[src/hdl/vrcs_pkg.sv]
// Package for the video receiver channel scan core.
// Holds the command codes, the transaction structs, the band/channel frequency
// table and the strength conversion. No dependencies.
package vrcs_pkg;

    // Command codes carried by each input transaction
    typedef enum logic [1:0] {
        CMD_SELECT = 2'd0,
        CMD_SCAN   = 2'd1,
        CMD_CANCEL = 2'd2,
        CMD_TICK   = 2'd3
    } cmd_t;

    localparam logic [15:0]        MIN_DWELL_MS     = 16'd20;
    localparam logic [25:0]        US_PER_MS        = 26'd1000;
    localparam logic [31:0]        FRESH_TIMEOUT_US = 32'd1000000;
    localparam logic signed [15:0] LEVEL_FLOOR      = 16'sh8000;
    localparam logic [6:0]         PCT_FULL         = 7'd100;
    // (rssi + 100) at or above this gives full strength
    localparam logic signed [16:0] PCT_FULL_OFFSET  = 17'sd80;
    localparam logic signed [16:0] RSSI_OFFSET      = 17'sd100;

    // Scan band counter must hold the band count itself (up to 8)
    localparam int SCAN_BAND_W = 4;

    // Input transaction
    typedef struct packed {
        cmd_t               cmd;
        logic [2:0]         band;
        logic [2:0]         channel;
        logic [47:0]        now_us;
        logic               tune_ok;
        logic               has_sample;
        logic signed [15:0] rssi;
        logic               video_present;
    } item_t;

    // Result transaction
    typedef struct packed {
        logic               ok;
        logic               tune_request;
        logic [12:0]        tune_mhz;
        logic               available;
        logic               scanning;
        logic               sample_fresh;
        logic               video_ok;
        logic [2:0]         cur_band;
        logic [2:0]         cur_channel;
        logic [12:0]        cur_mhz;
        logic signed [15:0] last_rssi;
        logic [6:0]         strength_pct;
    } result_t;

    // Band by channel frequency table in MHz; unused bands read as zero
    localparam logic [12:0] FREQ_ROM [0:7][0:7] = '{
        '{13'd5865, 13'd5845, 13'd5825, 13'd5805, 13'd5785, 13'd5765, 13'd5745, 13'd5725},
        '{13'd5733, 13'd5752, 13'd5771, 13'd5790, 13'd5809, 13'd5828, 13'd5847, 13'd5866},
        '{13'd5705, 13'd5685, 13'd5665, 13'd5645, 13'd5885, 13'd5905, 13'd5925, 13'd5945},
        '{13'd5740, 13'd5760, 13'd5780, 13'd5800, 13'd5820, 13'd5840, 13'd5860, 13'd5880},
        '{13'd5658, 13'd5695, 13'd5732, 13'd5769, 13'd5806, 13'd5843, 13'd5880, 13'd5917},
        '{13'd5362, 13'd5399, 13'd5436, 13'd5473, 13'd5510, 13'd5547, 13'd5584, 13'd5621},
        '{13'd0, 13'd0, 13'd0, 13'd0, 13'd0, 13'd0, 13'd0, 13'd0},
        '{13'd0, 13'd0, 13'd0, 13'd0, 13'd0, 13'd0, 13'd0, 13'd0}
    };

    function automatic logic [12:0] rom_mhz(input logic [2:0] b, input logic [2:0] c);
        return FREQ_ROM[b][c];
    endfunction

    // Strength 0..100: (rssi+100)*100/80, clamped. Between the clamps the
    // offset value is 1..79, so the scaling is x*5/4.
    function automatic logic [6:0] strength_of(input logic signed [15:0] r);
        logic signed [16:0] x;
        logic [8:0]         t;
        x = {r[15], r} + RSSI_OFFSET;
        t = 9'(x[6:0]) * 9'd5;
        if (x <= 17'sd0)
            return 7'd0;
        else if (x >= PCT_FULL_OFFSET)
            return PCT_FULL;
        else
            return 7'(t >> 2);
    endfunction

endpackage

[src/hdl/video_receiver_channel_scan_core.sv]
// Channel scan controller for a 5.8 GHz video receiver.
//
// Input channel (in_valid / in_stall): one command transaction per cycle at
// most: select, begin scan, cancel scan, or a time tick with an optional
// receiver sample. The tuner's answer arrives as tune_ok with the same item.
// Output channel (out_valid / out_stall): exactly one result transaction per
// input transaction, in order: status flags, tuned point, last sample and any
// tune request issued by that command.
// Configuration channel (cfg_valid / cfg_ready): sets the scan dwell in ms;
// cfg_ready is always high; write only while no transaction is in flight.
// An accepted transaction is held in the input register, passes the update logic
// and is held in the result register, where out_valid rises. Throughput is one
// transaction per cycle while the receiver does not stall; the whole update for
// one command is combinational between the two registers.
// When the receiver stalls, the result register holds and the input register
// still takes one more transaction; in_stall rises only when both are full.
// Reset clears all status, the tuned point, the sample and the scan state,
// and sets the dwell to 20 ms.
// Depends on vrcs_pkg, vrcs_in_stage, vrcs_ctrl and vrcs_out_stage.
module video_receiver_channel_scan_core
    import vrcs_pkg::*;
#(
    parameter int BAND_COUNT        = 6,
    parameter int CHANNELS_PER_BAND = 8,
    parameter int TIME_BITS         = 48
)
(
    input  logic               clk,
    input  logic               rst_n,
    // Configuration
    input  logic               cfg_valid,
    output logic               cfg_ready,
    input  logic [15:0]        cfg_data,
    // Input channel
    input  logic               in_valid,
    output logic               in_stall,
    input  logic [1:0]         cmd,
    input  logic [2:0]         band,
    input  logic [2:0]         channel,
    input  logic [47:0]        now_us,
    input  logic               tune_ok,
    input  logic               has_sample,
    input  logic signed [15:0] rssi,
    input  logic               video_present,
    // Output channel
    output logic               out_valid,
    input  logic               out_stall,
    output logic               ok,
    output logic               tune_request,
    output logic [12:0]        tune_mhz,
    output logic               available,
    output logic               scanning,
    output logic               sample_fresh,
    output logic               video_ok,
    output logic [2:0]         cur_band,
    output logic [2:0]         cur_channel,
    output logic [12:0]        cur_mhz,
    output logic signed [15:0] last_rssi,
    output logic [6:0]         strength_pct
);

    item_t   in_item;
    item_t   item;
    result_t res;
    result_t res_out;
    logic    fire;
    logic    down_ready;

    assign cfg_ready = 1'b1;

    // Gather the input fields into one transaction
    always_comb
    begin
        in_item.cmd           = cmd_t'(cmd);
        in_item.band          = band;
        in_item.channel       = channel;
        in_item.now_us        = now_us;
        in_item.tune_ok       = tune_ok;
        in_item.has_sample    = has_sample;
        in_item.rssi          = rssi;
        in_item.video_present = video_present;
    end

    vrcs_in_stage u_in_stage (
        .clk        (clk),
        .rst_n      (rst_n),
        .in_valid   (in_valid),
        .in_stall   (in_stall),
        .in_item    (in_item),
        .down_ready (down_ready),
        .fire       (fire),
        .item       (item)
    );

    vrcs_ctrl #(
        .BAND_COUNT        (BAND_COUNT),
        .CHANNELS_PER_BAND (CHANNELS_PER_BAND),
        .TIME_BITS         (TIME_BITS)
    ) u_ctrl (
        .clk       (clk),
        .rst_n     (rst_n),
        .cfg_valid (cfg_valid && cfg_ready),
        .cfg_data  (cfg_data),
        .fire      (fire),
        .item      (item),
        .res       (res)
    );

    vrcs_out_stage u_out_stage (
        .clk        (clk),
        .rst_n      (rst_n),
        .fire       (fire),
        .res_in     (res),
        .down_ready (down_ready),
        .out_valid  (out_valid),
        .out_stall  (out_stall),
        .res_out    (res_out)
    );

    // Spread the result transaction onto the output ports
    assign ok           = res_out.ok;
    assign tune_request = res_out.tune_request;
    assign tune_mhz     = res_out.tune_mhz;
    assign available    = res_out.available;
    assign scanning     = res_out.scanning;
    assign sample_fresh = res_out.sample_fresh;
    assign video_ok     = res_out.video_ok;
    assign cur_band     = res_out.cur_band;
    assign cur_channel  = res_out.cur_channel;
    assign cur_mhz      = res_out.cur_mhz;
    assign last_rssi    = res_out.last_rssi;
    assign strength_pct = res_out.strength_pct;

endmodule

[src/hdl/vrcs_in_stage.sv]
// Input register of the channel scan core.
// Holds one accepted transaction until the update logic takes it; uses vrcs_pkg.
module vrcs_in_stage
    import vrcs_pkg::*;
(
    input  logic  clk,
    input  logic  rst_n,
    input  logic  in_valid,
    output logic  in_stall,
    input  item_t in_item,
    input  logic  down_ready,
    output logic  fire,
    output item_t item
);

    logic  vld_reg;
    logic  vld_next;
    item_t item_reg;
    logic  load;

    // Hand the held transaction on whenever the result side has room
    assign fire     = vld_reg && down_ready;
    assign in_stall = vld_reg && !down_ready;
    assign load     = in_valid && !in_stall;
    assign item     = item_reg;

    always_comb
    begin
        vld_next = vld_reg;
        if (load)
            vld_next = 1'b1;
        else if (fire)
            vld_next = 1'b0;
    end

    always_ff @(posedge clk or negedge rst_n)
    begin
        if (!rst_n)
            vld_reg <= 1'b0;
        else
            vld_reg <= vld_next;
    end

    // Payload register
    always_ff @(posedge clk)
    begin
        if (load)
            item_reg <= in_item;
    end

endmodule

[src/hdl/vrcs_ctrl.sv]
// Update logic and state of the channel scan core: select, scan stepping,
// sample capture and freshness timeout. Uses vrcs_pkg.
module vrcs_ctrl
    import vrcs_pkg::*;
#(
    parameter int BAND_COUNT        = 6,
    parameter int CHANNELS_PER_BAND = 8,
    parameter int TIME_BITS         = 48
)
(
    input  logic        clk,
    input  logic        rst_n,
    input  logic        cfg_valid,
    input  logic [15:0] cfg_data,
    input  logic        fire,
    input  item_t       item,
    output result_t     res
);

    // Configuration
    logic [15:0] dwell_reg;

    // Scan position and best candidate
    logic [SCAN_BAND_W-1:0] scan_band_reg, scan_band_next;
    logic [2:0]             scan_chan_reg, scan_chan_next;
    logic [2:0]             best_band_reg, best_band_next;
    logic [2:0]             best_chan_reg, best_chan_next;
    logic signed [15:0]     best_level_reg, best_level_next;

    // Times
    logic [TIME_BITS-1:0] next_step_reg, next_step_next;
    logic [TIME_BITS-1:0] last_sample_reg, last_sample_next;
    logic                 seen_reg, seen_next;

    // Status flags
    logic avail_reg, avail_next;
    logic scanning_reg, scanning_next;
    logic fresh_reg, fresh_next;
    logic video_reg, video_next;

    // Tuned point and last sample
    logic [2:0]         tuned_band_reg, tuned_band_next;
    logic [2:0]         tuned_chan_reg, tuned_chan_next;
    logic [12:0]        tuned_mhz_reg, tuned_mhz_next;
    logic signed [15:0] rssi_reg, rssi_next;
    logic [6:0]         pct_reg, pct_next;

    // Derived per-transaction values
    logic [TIME_BITS-1:0]   now_t;
    logic [15:0]            dwell_eff;
    logic [25:0]            dwell_us;
    logic [TIME_BITS-1:0]   deadline;
    logic                   timed_out;
    logic [SCAN_BAND_W-1:0] inc_band;
    logic [2:0]             inc_chan;

    // Working values of the update
    logic        do_sel;
    logic        do_cand;
    logic [2:0]  tgt_band;
    logic [2:0]  tgt_chan;
    logic        tgt_in_range;
    logic [12:0] mhz;
    logic        sel_ok;
    logic        ok_v;
    logic        treq;
    logic [12:0] tmhz;

    assign now_t     = TIME_BITS'(item.now_us);
    assign dwell_eff = (dwell_reg < MIN_DWELL_MS) ? MIN_DWELL_MS : dwell_reg;
    assign dwell_us  = 26'(dwell_eff) * US_PER_MS;
    assign deadline  = now_t + TIME_BITS'(dwell_us);
    assign timed_out = !seen_reg ||
                       ((now_t - last_sample_reg) > TIME_BITS'(FRESH_TIMEOUT_US));

    // Next scan position, band-major
    always_comb
    begin
        if (scan_chan_reg == 3'(CHANNELS_PER_BAND - 1))
        begin
            inc_chan = 3'd0;
            inc_band = scan_band_reg + 1'b1;
        end
        else
        begin
            inc_chan = scan_chan_reg + 1'b1;
            inc_band = scan_band_reg;
        end
    end

    // Command decode and state update
    always_comb
    begin
        scan_band_next   = scan_band_reg;
        scan_chan_next   = scan_chan_reg;
        best_band_next   = best_band_reg;
        best_chan_next   = best_chan_reg;
        best_level_next  = best_level_reg;
        next_step_next   = next_step_reg;
        last_sample_next = last_sample_reg;
        seen_next        = seen_reg;
        avail_next       = avail_reg;
        scanning_next    = scanning_reg;
        fresh_next       = fresh_reg;
        video_next       = video_reg;
        tuned_band_next  = tuned_band_reg;
        tuned_chan_next  = tuned_chan_reg;
        tuned_mhz_next   = tuned_mhz_reg;
        rssi_next        = rssi_reg;
        pct_next         = pct_reg;
        do_sel           = 1'b0;
        do_cand          = 1'b0;
        tgt_band         = item.band;
        tgt_chan         = item.channel;
        sel_ok           = 1'b0;
        ok_v             = 1'b1;
        treq             = 1'b0;
        tmhz             = 13'd0;

        case (item.cmd)
            CMD_SELECT:
            begin
                do_sel = 1'b1;
            end
            CMD_SCAN:
            begin
                scan_band_next  = '0;
                scan_chan_next  = 3'd0;
                best_band_next  = 3'd0;
                best_chan_next  = 3'd0;
                best_level_next = LEVEL_FLOOR;
                scanning_next   = 1'b1;
                next_step_next  = now_t;
                tgt_band        = 3'd0;
                tgt_chan        = 3'd0;
                do_cand         = 1'b1;
            end
            CMD_CANCEL:
            begin
                scanning_next = 1'b0;
            end
            CMD_TICK:
            begin
                if (avail_reg)
                begin
                    // Sample capture, or freshness timeout
                    if (item.has_sample)
                    begin
                        rssi_next        = item.rssi;
                        pct_next         = strength_of(item.rssi);
                        video_next       = item.video_present;
                        fresh_next       = 1'b1;
                        last_sample_next = now_t;
                        seen_next        = 1'b1;
                        if (scanning_reg && (item.rssi > best_level_reg))
                        begin
                            best_level_next = item.rssi;
                            best_band_next  = scan_band_reg[2:0];
                            best_chan_next  = scan_chan_reg;
                        end
                    end
                    else if (timed_out)
                    begin
                        fresh_next = 1'b0;
                        video_next = 1'b0;
                    end
                    // Dwell expired: step to the next channel or finish
                    if (scanning_reg && (now_t >= next_step_reg))
                    begin
                        scan_band_next = inc_band;
                        scan_chan_next = inc_chan;
                        if (inc_band >= SCAN_BAND_W'(BAND_COUNT))
                        begin
                            scanning_next = 1'b0;
                            tgt_band      = best_band_next;
                            tgt_chan      = best_chan_next;
                            do_sel        = 1'b1;
                        end
                        else
                        begin
                            tgt_band = inc_band[2:0];
                            tgt_chan = inc_chan;
                            do_cand  = 1'b1;
                        end
                    end
                end
            end
            default:
            begin
                scanning_next = scanning_reg;
            end
        endcase

        // Frequency lookup for whichever point is being tuned
        tgt_in_range = ({1'b0, tgt_band} < 4'(BAND_COUNT)) &&
                       ({1'b0, tgt_chan} < 4'(CHANNELS_PER_BAND));
        mhz = tgt_in_range ? rom_mhz(tgt_band, tgt_chan) : 13'd0;

        // Ordinary select; a zero table entry issues no tune
        if (do_sel)
        begin
            if (mhz == 13'd0)
            begin
                avail_next = 1'b0;
            end
            else
            begin
                treq = 1'b1;
                tmhz = mhz;
                if (!item.tune_ok)
                begin
                    avail_next = 1'b0;
                end
                else
                begin
                    sel_ok           = 1'b1;
                    tuned_band_next  = tgt_band;
                    tuned_chan_next  = tgt_chan;
                    tuned_mhz_next   = mhz;
                    avail_next       = 1'b1;
                    scanning_next    = 1'b0;
                    fresh_next       = 1'b0;
                    last_sample_next = now_t;
                    seen_next        = 1'b1;
                end
            end
        end

        // Scan candidate; a refusal abandons the scan
        if (do_cand)
        begin
            treq = 1'b1;
            tmhz = mhz;
            if (!item.tune_ok)
            begin
                avail_next    = 1'b0;
                scanning_next = 1'b0;
            end
            else
            begin
                sel_ok          = 1'b1;
                tuned_band_next = tgt_band;
                tuned_chan_next = tgt_chan;
                tuned_mhz_next  = mhz;
                avail_next      = 1'b1;
                fresh_next      = 1'b0;
                next_step_next  = deadline;
            end
        end

        if ((item.cmd == CMD_SELECT) || (item.cmd == CMD_SCAN))
            ok_v = sel_ok;
    end

    // Result of the transaction in flight
    always_comb
    begin
        res.ok           = ok_v;
        res.tune_request = treq;
        res.tune_mhz     = tmhz;
        res.available    = avail_next;
        res.scanning     = scanning_next;
        res.sample_fresh = fresh_next;
        res.video_ok     = video_next;
        res.cur_band     = tuned_band_next;
        res.cur_channel  = tuned_chan_next;
        res.cur_mhz      = tuned_mhz_next;
        res.last_rssi    = rssi_next;
        res.strength_pct = pct_next;
    end

    // Configuration register
    always_ff @(posedge clk or negedge rst_n)
    begin
        if (!rst_n)
            dwell_reg <= MIN_DWELL_MS;
        else if (cfg_valid)
            dwell_reg <= cfg_data;
    end

    // State registers
    always_ff @(posedge clk or negedge rst_n)
    begin
        if (!rst_n)
        begin
            scan_band_reg   <= '0;
            scan_chan_reg   <= 3'd0;
            best_band_reg   <= 3'd0;
            best_chan_reg   <= 3'd0;
            best_level_reg  <= LEVEL_FLOOR;
            next_step_reg   <= '0;
            last_sample_reg <= '0;
            seen_reg        <= 1'b0;
            avail_reg       <= 1'b0;
            scanning_reg    <= 1'b0;
            fresh_reg       <= 1'b0;
            video_reg       <= 1'b0;
            tuned_band_reg  <= 3'd0;
            tuned_chan_reg  <= 3'd0;
            tuned_mhz_reg   <= 13'd0;
            rssi_reg        <= 16'sd0;
            pct_reg         <= 7'd0;
        end
        else if (fire)
        begin
            scan_band_reg   <= scan_band_next;
            scan_chan_reg   <= scan_chan_next;
            best_band_reg   <= best_band_next;
            best_chan_reg   <= best_chan_next;
            best_level_reg  <= best_level_next;
            next_step_reg   <= next_step_next;
            last_sample_reg <= last_sample_next;
            seen_reg        <= seen_next;
            avail_reg       <= avail_next;
            scanning_reg    <= scanning_next;
            fresh_reg       <= fresh_next;
            video_reg       <= video_next;
            tuned_band_reg  <= tuned_band_next;
            tuned_chan_reg  <= tuned_chan_next;
            tuned_mhz_reg   <= tuned_mhz_next;
            rssi_reg        <= rssi_next;
            pct_reg         <= pct_next;
        end
    end

    // A live scan always points inside the table
    a_scan_pos_in_range: assert property (@(posedge clk) disable iff (!rst_n)
        (scanning_reg && avail_reg) |-> (scan_band_reg < SCAN_BAND_W'(BAND_COUNT)))
        else $error("scan position beyond last band while scanning");

    // A failed select or scan start leaves the receiver unavailable
    a_fail_unavailable: assert property (@(posedge clk) disable iff (!rst_n)
        (fire && !res.ok) |=> !avail_reg)
        else $error("failed command left receiver available");

    // No tune issued means no frequency reported
    a_no_tune_no_mhz: assert property (@(posedge clk) disable iff (!rst_n)
        (fire && !res.tune_request) |-> (res.tune_mhz == 13'd0))
        else $error("tune frequency reported without a tune");

    // A successful select starts with stale signal and a set time stamp
    a_select_resets_fresh: assert property (@(posedge clk) disable iff (!rst_n)
        (fire && (item.cmd == CMD_SELECT) && res.ok) |=> (!fresh_reg && seen_reg))
        else $error("select did not reset freshness");

endmodule

[src/hdl/vrcs_out_stage.sv]
// Result register of the channel scan core.
// Holds one result transaction until the receiver takes it; uses vrcs_pkg.
module vrcs_out_stage
    import vrcs_pkg::*;
(
    input  logic    clk,
    input  logic    rst_n,
    input  logic    fire,
    input  result_t res_in,
    output logic    down_ready,
    output logic    out_valid,
    input  logic    out_stall,
    output result_t res_out
);

    logic    vld_reg;
    logic    vld_next;
    result_t res_reg;

    // Room when empty or when the held result leaves this cycle
    assign down_ready = !vld_reg || !out_stall;
    assign out_valid  = vld_reg;
    assign res_out    = res_reg;

    always_comb
    begin
        vld_next = vld_reg;
        if (fire)
            vld_next = 1'b1;
        else if (!out_stall)
            vld_next = 1'b0;
    end

    always_ff @(posedge clk or negedge rst_n)
    begin
        if (!rst_n)
            vld_reg <= 1'b0;
        else
            vld_reg <= vld_next;
    end

    always_ff @(posedge clk)
    begin
        if (fire)
            res_reg <= res_in;
    end

endmodule

[config.mk]
export PLATFORM = sky130hd
export DESIGN_NAME = video_receiver_channel_scan_core
export DESIGN_NICKNAME = d
export VERILOG_FILES = /design/src/hdl/vrcs_pkg.sv /design/src/hdl/video_receiver_channel_scan_core.sv /design/src/hdl/vrcs_in_stage.sv /design/src/hdl/vrcs_ctrl.sv /design/src/hdl/vrcs_out_stage.sv
export SDC_FILE = /design/constraint.sdc
export NUM_CORES = 1
export LEC_CHECK = 0
export BUFFER_PORTS_ARGS = -buffer_cell sky130_fd_sc_hd__buf_4
export CORE_UTILIZATION = 53
export CTS_CLUSTER_DIAMETER = 200
export DETAILED_ROUTE_END_ITERATION = 8
export GPL_TIMING_DRIVEN = 0
export MAX_ROUTING_LAYER = met4
export PLACE_DENSITY = 0.7
export SETUP_SLACK_MARGIN = 0.4
export SLEW_MARGIN = 10
export SYNTH_ARGS = -nofsm -noshare
export SYNTH_HDL_FRONTEND = slang
export SYNTH_SLANG_ARGS = --single-unit
[constraint.sdc]
create_clock -name clk -period 7.1 [get_ports clk]
set_clock_uncertainty 0.15 [all_clocks]
set_input_delay 0.355 -clock clk [delete_from_list [all_inputs] [get_ports clk]]
set_output_delay 0.355 -clock clk [all_outputs]
set_load 0.03 [all_outputs]
==> results by group, run 1 <==
Yosys
  – Sequential area share after synthesis: 37.71%
  – Synth area leader: dfrtp_1
  – Synth Instances: approximately 2,400
  – Synth warn: 0
  – Register bit total from synthesis: 324
  – Syn Area/Cell: 9.584 um^2
  – EDFF count, synth: 134
  – Top FF cell, synth: dfrtp_1
  – Net count after synthesis: 2,802
  – Distinct cells, synth: 95
  – Synth top area share: 20.09%
  – Top post-synthesis cells by area: dfrtp_1 (20%), edfxtp_1 (17%), ha_1 (12%)
  – Synthesized cell area: between 20,000 and 25,000 um^2
  – Async SR Flop Fraction: 58.64%

Worst hold path
  – Worst hold path type: in2reg

Die
  – I/O pin count: 160
  – Die ar.: 44,790 um^2
  – Horiz. Die Dim: 211.6 um
  – CORE AREA: 43,170 um^2
  – Initial core utilization: 53.95%
  – Site row count: 76
  – Height of the die: 211.6 um

Pwr
  – Clock power frac: ~14%
  – Leak: around 13 nW
  – Psw: around 6.3 mW
  – Pwr Total: 14.64 mW
  – Comb pwr share: 67.9%
  – VDD IR max: 727.1 uV
  – Sequential Power Share: 18.1%
  – Pwr Density: between 500 and 600 nW/um^2
  – Sw Ratio: 43.26%
  – Internal: a little over 8 mW

Clocking
  – H-tree depth: 2
  – CTS tree: built
  – CTS Buffer Depth: 3
  – Clk_lat worst skew: 590 ps
  – Clk sinks: 324
  – CTS buffer count: 40
  – Root Buffer: clkbuf_16
  – CTS clk-pin slew, worst paths: 60 ps

Flow run
  – Max-Cap Viols: 0

Placement
  – Inst Count DP: 3,178
  – Post-DP HPWL: 46.84 mm
  – PortBufs: roughly 160
  – GP Congestion: 0.9415

GRT
  – Antenna violations before repair: 0
  – Number of global-route vias before repair: around 19,000
  – First-pass GRT wire length: a little over 100 mm
  – Aggregate global routing overflow: 0
  – Gr usage total: 29.64%
  – Largest net degree at the start of global routing: 79

Finish
  – Fill count: 3,467
  – Finished Layout Cells: 3,426
  – Number of nets in the final layout: roughly 3,200
  – Max reg flops: 75
  – Layout area overhead: 24.48%
  – Layout cells sized above 1: 19.54%
  – Inserted Diodes: 0

Drt
  – Final WL: 65.17 mm
  – DRC Markers: 0
  – DR iter-0 viols: 1,361
  – DR WL/cell: 19.02 um
  – DRT Pass-1 Iters: 5
  – Routed Antenna Nets: 0
  – Vias per inst: 5.853
  – Routed vias: between 20,000 and 25,000

Worst setup path
  – CP endpoint kind: flop
  – Worst setup SP type: flop
  – Kind of critical path: reg2reg
  – Most frequent cell on the critical path: fa_1
  – Worst stage delay on the critical path: 530 ps
  – Slowest-stage cell, CP: fa_1
  – Worst EP arrival: 7640 ps
  – WP data required: 7370 ps
  – Crit path max fanout: 7

Timing
  – Max Freq: between 100 and 150 MHz
  – Worst hold slack: 98.03 ps
  – Worst Tran Pin Value: 1011 ps
  – Final hold vios: 0
  – Min Clock Period, post-route: 7366 ps
  – Final setup fails: 21
  – Setup WS post-layout: -265.8 ps
  – Unrepaired setup endpoints after global routing: true
  – Crit share post-route: 103.7%
  – Rel. slew slack: approximately 33%
  – Max Slew Vio Count: 0

Status
  – Status: finished, violations left
  – Failing checks: setup timing
-- power by group through the flow --
stage               Combinational (mW)  Sequential [mW]  Clock (mW)
floorplan                         5.93             2.73           0
global placement                  7.37             2.67           0
detailed placement                7.56             2.68           0
CTS                               8.72             2.65        2.09
global route                      10.9             2.69        2.16
finish                            9.94             2.65        2.05
-- final cells by class --
type                            count  area, um^2  area share (%)
Multi-Input combinational cell   1728       13770           47.51
Sequential cell                   324        8782           30.29
Timing Repair Buffer              337        2893           9.978
Clock buffer                       53        1091           3.764
Inverter                          284        1074           3.703
Tap cell                          585       732.0           2.525
Buffer                             94       425.4           1.467
Clock inverter                     21       220.2          0.7596
-- cell usage after synthesis (11+ instances only) --
library cell and instances:
nor2b_1 25, o31ai_1 12, nor3_1 35, dfrtp_1 187, xor2_1 21, a211oi_1 30
nand3_1 64, ha_1 220, inv_1 280, clkbuf_1 67, a221oi_1 11, mux2i_1 14
fa_1 56, buf_2 11, nand4_1 31, a31oi_1 30, nor2_1 114, and3_1 15
o22ai_1 49, o21a_1 14, o21bai_1 16, and2_1 32, nor4_1 14, mux2_2 71
nand2_1 234, a22oi_1 26, a21o_1 36, xnor2_1 41, o221ai_1 11, a21oi_1 138
a22o_1 25, o21ai_0 125, nand2b_1 25, o211ai_1 19, edfxtp_1 134
-- path summary, 6_finish.rpt --
path	slack, ps	depth (start not counted)	startpoint	endpoint
max in group asynchronous	5920	3	rst_n	u_ctrl.next_step_reg[4]
min	100	3	cfg_valid	u_ctrl.dwell_reg[5]
min in group asynchronous	130	2	rst_n	u_ctrl.tuned_mhz_reg[1]
min reg2reg	320	2	u_ctrl.rssi_reg[0]	u_ctrl.rssi_reg[0]
max	-270	36	u_ctrl.dwell_reg[14]	u_ctrl.next_step_reg[39]
max reg2reg	-270	36	u_ctrl.dwell_reg[14]	u_ctrl.next_step_reg[39]
-- cells by family (layout without fill, tap and decap cells) --
kind of cell	after synthesis	in the layout	share of synthesized area, %
XOR/XNOR	62	62	2.332
other	2	2	0.03225
AND/OR/NAND/NOR	646	646	13.56
adder cells (fa/ha/maj)	276	276	16.63
multiplexers	98	98	4.824
buffers and inverters	378	789	6.345
AO/OA/AOI/OAI	644	644	18.57
flip-flops	324	324	37.71
-- metrics by stage --
step	area (um^2)	util [%]	setup TNS [ps]	setup WS [ps]
CTS	28310	65.58	-1200	-205.9
global route	28990	67.15	-11830	-604.6
global placement	25300	58.61	-51050	-856.4
detailed placement	25460	58.96	-40160	-997.0
finish	28990	67.15	-2882	-265.8
floorplan	23400	-	0	190.3
-- timing repair --
action | 4_1_cts | 5_1_grt
gates resized for setup | 77 | 80
setup endpoints to repair | 136 | 130
pin swaps | 45 | 55
endpoints found under the hold margin | 280 | 0
gates cloned | 0 | 0
buffers inserted | 36 | 44
hold buffers | 94 | 0
-- critical path: cells and delay by family, from the launching register on --
family / cells / cell delay, ps
AOI/OAI and AO/OA: 13 / 1970
DFF: 1 / 390
adders and majority gates: 7 / 2680
buffers and inverters: 7 / 630
and+or+nand+nor: 9 / 1340
-- routing by layer --
metal / vias to the layer above / track usage, % / wire [um]
met2: 578 / 47.31 / 31340
met1: 9838 / 40.13 / 29300
met5: - / - / 0
met4: 0 / 8.321 / 1505
li1: 9532 / - / -
met3: 106 / 3.160 / 3023
-- layout by cell type, fill, tap and decap left out, drive strengths merged, types with 16 or more instances in the layout --
cell           n
o211ai        20
o21ai        131
dlygate4sd3   94
ha           220
a211oi        30
nand2b        25
and2          33
a22o          25
fa            56
dfrtp        187
a21o          36
nor3          36
xor2          21
a31oi         33
buf          267
clkbuf       123
inv          287
nand3         64
o21bai        16
nor2         115
o22ai         49
nand2        234
nor2b         25
edfxtp       134
nand4         32
a21oi        139
xnor2         41
a22oi         26
mux2          84
Note: power is estimated with default switching activity, not from simulation.
==> inputs of run 2 (changes only) <==
--- a/config.mk
+++ b/config.mk
@@ -5,6 +5,7 @@
 export SDC_FILE = /design/constraint.sdc
 export NUM_CORES = 1
 export LEC_CHECK = 0
+export ABC_AREA = 1
 export BUFFER_PORTS_ARGS = -buffer_cell sky130_fd_sc_hd__buf_4
 export CORE_UTILIZATION = 53
 export CTS_CLUSTER_DIAMETER = 200
@@ -12,6 +13,7 @@
 export GPL_TIMING_DRIVEN = 0
 export MAX_ROUTING_LAYER = met4
 export PLACE_DENSITY = 0.7
+export REMOVE_ABC_BUFFERS = 1
 export SETUP_SLACK_MARGIN = 0.4
 export SLEW_MARGIN = 10
 export SYNTH_ARGS = -nofsm -noshare
==> run 2 against run 1 <==
The run still ends with setup timing left. Total power rose by 3.2%. Routed wire length up 2.4%. Synthesized area up 5.1%. Core utilization fell by 1.8 points. Count of clock-buffer cells in the layout decreased by 1. Non-clock buffer count shrank 78. Register-to-register slack worse by 380 ps. Hold slack lost 58 ps. Critical path depth rose by 12. Clock power shrank 8%. Combinational power grew 5%. First-iteration DRC count is 24% higher. Largest cell class unchanged.
==> results by group, run 2 <==
Yosys
  – Synth Instances: 3,137 (was 2,430)
  – Synth warn: 0 (unchanged)
  – Distinct cells, synth: 59 (was 95)
  – Cell with the most instances after synthesis: nand2_1 (was inv_1)
  – Synth top area share: 19.12% (was 20.09%)
  – Syn Area/Cell: 7.800 um^2 (was 9.584 um^2)
  – Sequential area share after synthesis: 35.89% (was 37.71%)
  – Register bit total from synthesis: 324 (unchanged)
  – Synth cell count leaders: nand2_1 (740), inv_1 (465), o21ai_0 (329) (was inv_1 (280), nand2_1 (234), ha_1 (220))
  – EDFF count, synth: 134 (unchanged)
  – Top FF cell, synth: dfrtp_1 (unchanged)
  – Async SR Flop Fraction: 58.64% (unchanged)
  – Synthesized cell area: 24,470 um^2 (was 23,290 um^2)
  – Top post-synthesis cells by area: dfrtp_1 (19%), edfxtp_1 (16%), nand2_1 (11%) (was dfrtp_1 (20%), edfxtp_1 (17%), ha_1 (12%))
  – Synth area leader: dfrtp_1 (unchanged)

Timing
  – Worst Tran Pin Value: 1194 ps (was 1011 ps)
  – Crit share post-route: 109.1% (was 103.7%)
  – Min Clock Period, post-route: 7743 ps (was 7366 ps)
  – Final hold vios: 0 (unchanged)
  – Unrepaired setup endpoints after global routing: true (unchanged)
  – Max Freq: 129.1 MHz (was 135.8 MHz)
  – Rel. slew slack: 20.40% (was 32.52%)
  – Setup WS post-layout: -643.3 ps (was -265.8 ps)
  – Final setup fails: 26 (was 21)
  – Max Slew Vio Count: 0 (unchanged)

Pwr
  – VDD IR max: 717.5 uV (was 727.1 uV)
  – Pwr Total: 15.12 mW (was 14.64 mW)
  – Leak: 14.04 nW (was 12.95 nW)
  – Pwr Density: 509.0 nW/um^2 (was 505.1 nW/um^2)

Worst setup path
  – Worst setup SP type: flop (unchanged)
  – Most frequent cell on the critical path: nand2_2 (was fa_1)
  – WP buf/inv: 10 (was 7)
  – Crit path max fanout: 4 (was 7)
  – Worst EP arrival: 8000 ps (was 7640 ps)
  – Top delay family on crit path: adder cells (unchanged)
  – Worst stage delay on the critical path: 540 ps (was 530 ps)
  – Slowest-stage cell, CP: fa_1 (unchanged)
  – CP endpoint kind: flop (unchanged)
  – Kind of critical path: reg2reg (unchanged)
  – WP data required: 7360 ps (was 7370 ps)

Flow run
  – Max-Cap Viols: 0 (unchanged)

GRT
  – Met3 usage: 3.466% (was 3.160%)
  – Antenna violations before repair: 0 (unchanged)
  – Global route hottest layer: met2 (unchanged)
  – First-pass GRT wire length: 108.3 mm (was 102.3 mm)
  – Number of global-route vias before repair: 21,965 (was 19,437)
  – Gr usage total: 29.07% (was 29.64%)
  – Aggregate global routing overflow: 0 (unchanged)
  – Met1 Use GR: 36.07% (was 40.13%)
  – Largest net degree at the start of global routing: 97 (was 79)
  – Grt met2 use: 49.41% (was 47.31%)

Drt
  – Final WL: 66.73 mm (was 65.17 mm)
  – DRT Pass-1 Iters: 6 (was 5)
  – Routed Antenna Nets: 0 (unchanged)
  – Vias per inst: 5.552 (was 5.853)
  – DRC Markers: 0 (unchanged)
  – Routed vias: 22,490 (was 20,054)
  – DR WL/cell: 16.47 um (was 19.02 um)
  – DR iter-0 viols: 1,691 (was 1,361)

Placement
  – Pre-CTS WS: -2723 ps (was -997.0 ps)
  – GP Congestion: 0.9327 (was 0.9415)
  – Post-DP HPWL: 45.56 mm (was 46.84 mm)
  – PortBufs: 157 (was 156)

Die
  – Initial core utilization: 53.80% (was 53.95%)
  – I/O pin count: 160 (unchanged)
  – Height of the die: 216.9 um (was 211.6 um)
  – Horiz. Die Dim: 216.9 um (was 211.6 um)
  – CORE AREA: 45,480 um^2 (was 43,170 um^2)
  – Die ar.: 47,030 um^2 (was 44,790 um^2)
  – Site row count: 78 (was 76)

Clocking
  – H-tree depth: 2 (unchanged)
  – Clk sinks: 324 (unchanged)
  – CTS tree: built (unchanged)
  – Root Buffer: clkbuf_16 (unchanged)
  – CTS clk-pin slew, worst paths: 60 ps (about the same)
  – Clk_lat worst skew: 560 ps (was 590 ps)
  – CTS buffer count: 38 (was 40)
  – CTS Buffer Depth: 3 (unchanged)

Finish
  – Max reg flops: 75 (unchanged)
  – Layout cells sized above 1: 14.08% (was 19.54%)
  – Layout area overhead: 21.37% (was 24.48%)
  – Multi-input gate area: 14,030 um^2 (was 13,770 um^2)
  – Number of nets in the final layout: 3,794 (was 3,181)
  – Fill count: 3,782 (was 3,467)
  – Reg area: 8786 um^2 (was 8782 um^2)
  – Most common cell after layout, fill and taps aside: nand2_1 (was inv_1)
  – Commonest non-fill, non-tap cells in the layout: nand2_1 (723), inv_1 (440), o21ai_0 (290), buf_4 (232), ha_1 (208) (was inv_1 (268), buf_4 (231), nand2_1 (228), ha_1 (211), dfrtp_1 (187))
  – Inserted Diodes: 0 (unchanged)

Worst hold path
  – Worst hold path type: in2reg (unchanged)

Status
  – Status: finished, violations left (unchanged)
  – Failing checks: setup timing (unchanged)
run 2: cell types whose count changed in the layout (fill, tap and decap cells not counted), moves of 30 or more:
cell      before  now
mux2_2        71    2
xor2_1        21   54
clkbuf_1      75   10
o21ai_0      105  290
nand2_1      228  723
a21oi_1      120  150
inv_1        268  440
nand3_1       60  159
nor2_1       111  173
run 2: per-stage QoR:
step / setup TNS (ps) / instance area (um^2) / util [%] / std cells / hold WS, ps
2_1_floorplan: -942930 / 23940 / - / 3028 / -90.59
3_5_place_dp: -51490 / 26210 / 57.62 / 3798 / 306.3
4_1_cts: -8571 / 29320 / 64.47 / 4032 / 0.4126
5_1_grt: -21500 / 29700 / 65.30 / 4051 / 62.95
3_3_place_gp: -2351720 / 25870 / 56.88 / 3785 / 285.7
6_report: -12310 / 29700 / 65.30 / 4051 / 39.74
run 2: report_power, final:
group / internal, mW / switching, mW
Combinational: 4.68 / 5.77
Sequential: 2.48 / 0.318
Clock: 1.07 / 0.802
Total: 8.23 / 6.88
run 2: kinds of logic after synthesis:
family,count (synthesis),share of synthesized area (%)
flops,324,35.89
buf+inv,584,9.465
fa+ha+maj,276,15.83
compound gates,654,14.59
other cells,2,0.03069
simple gates,1209,21.02
xor+xnor,86,3.078
mux,2,0.09203
run 2: what timing repair did:
action,4_1_cts,5_1_grt
pin swaps,69,56
buffers inserted,71,18
hold buffers,94,0
hold endpoints to repair,184,0
resized for setup,139,65
endpoints found under the setup margin,34,71
gates cloned,0,1
run 2: worst register-to-register path, delay by kind of cell (launching register included):
family          cells  cell delay (ps)
buf+inv            10              960
flops               1              380
compound gates     11             1290
simple gates       19             1930
xor+xnor            1              190
fa+ha+maj           7             2700
run 2: cell type report:
| type | instances | share of cell area, % |
|---|---|---|
| Sequential cell | 324 | 29.58 |
| Tap cell | 600 | 2.528 |
| Inverter | 475 | 6.113 |
| Timing Repair Buffer | 353 | 10.61 |
| Multi-Input combinational cell | 2230 | 47.25 |
| Clock inverter | 17 | 0.3623 |
| Clock buffer | 52 | 3.552 |
run 2: worst paths after layout:
path                                       from                   endpoint  slack (ps)  depth (start not counted)
max                        u_ctrl.dwell_reg[14]   u_ctrl.next_step_reg[42]        -640                         48
min                                   cfg_valid        u_ctrl.dwell_reg[8]          40                          3
max reg2reg                u_ctrl.dwell_reg[14]   u_ctrl.next_step_reg[42]        -640                         48
min reg2reg                     u_ctrl.seen_reg            u_ctrl.seen_reg         330                          1
max in group asynchronous                 rst_n  u_ctrl.last_sample_reg[2]        5420                          3
min in group asynchronous                 rst_n         u_ctrl.rssi_reg[1]         310                          2
run 2: layer usage:
| layer | wire length (um) | vias up |
|---|---|---|
| li1 | - | 10931 |
| met1 | 28540 | 10743 |
| met2 | 32820 | 676 |
| met3 | 3350 | 140 |
| met4 | 2022 | 0 |
| met5 | 0 | - |
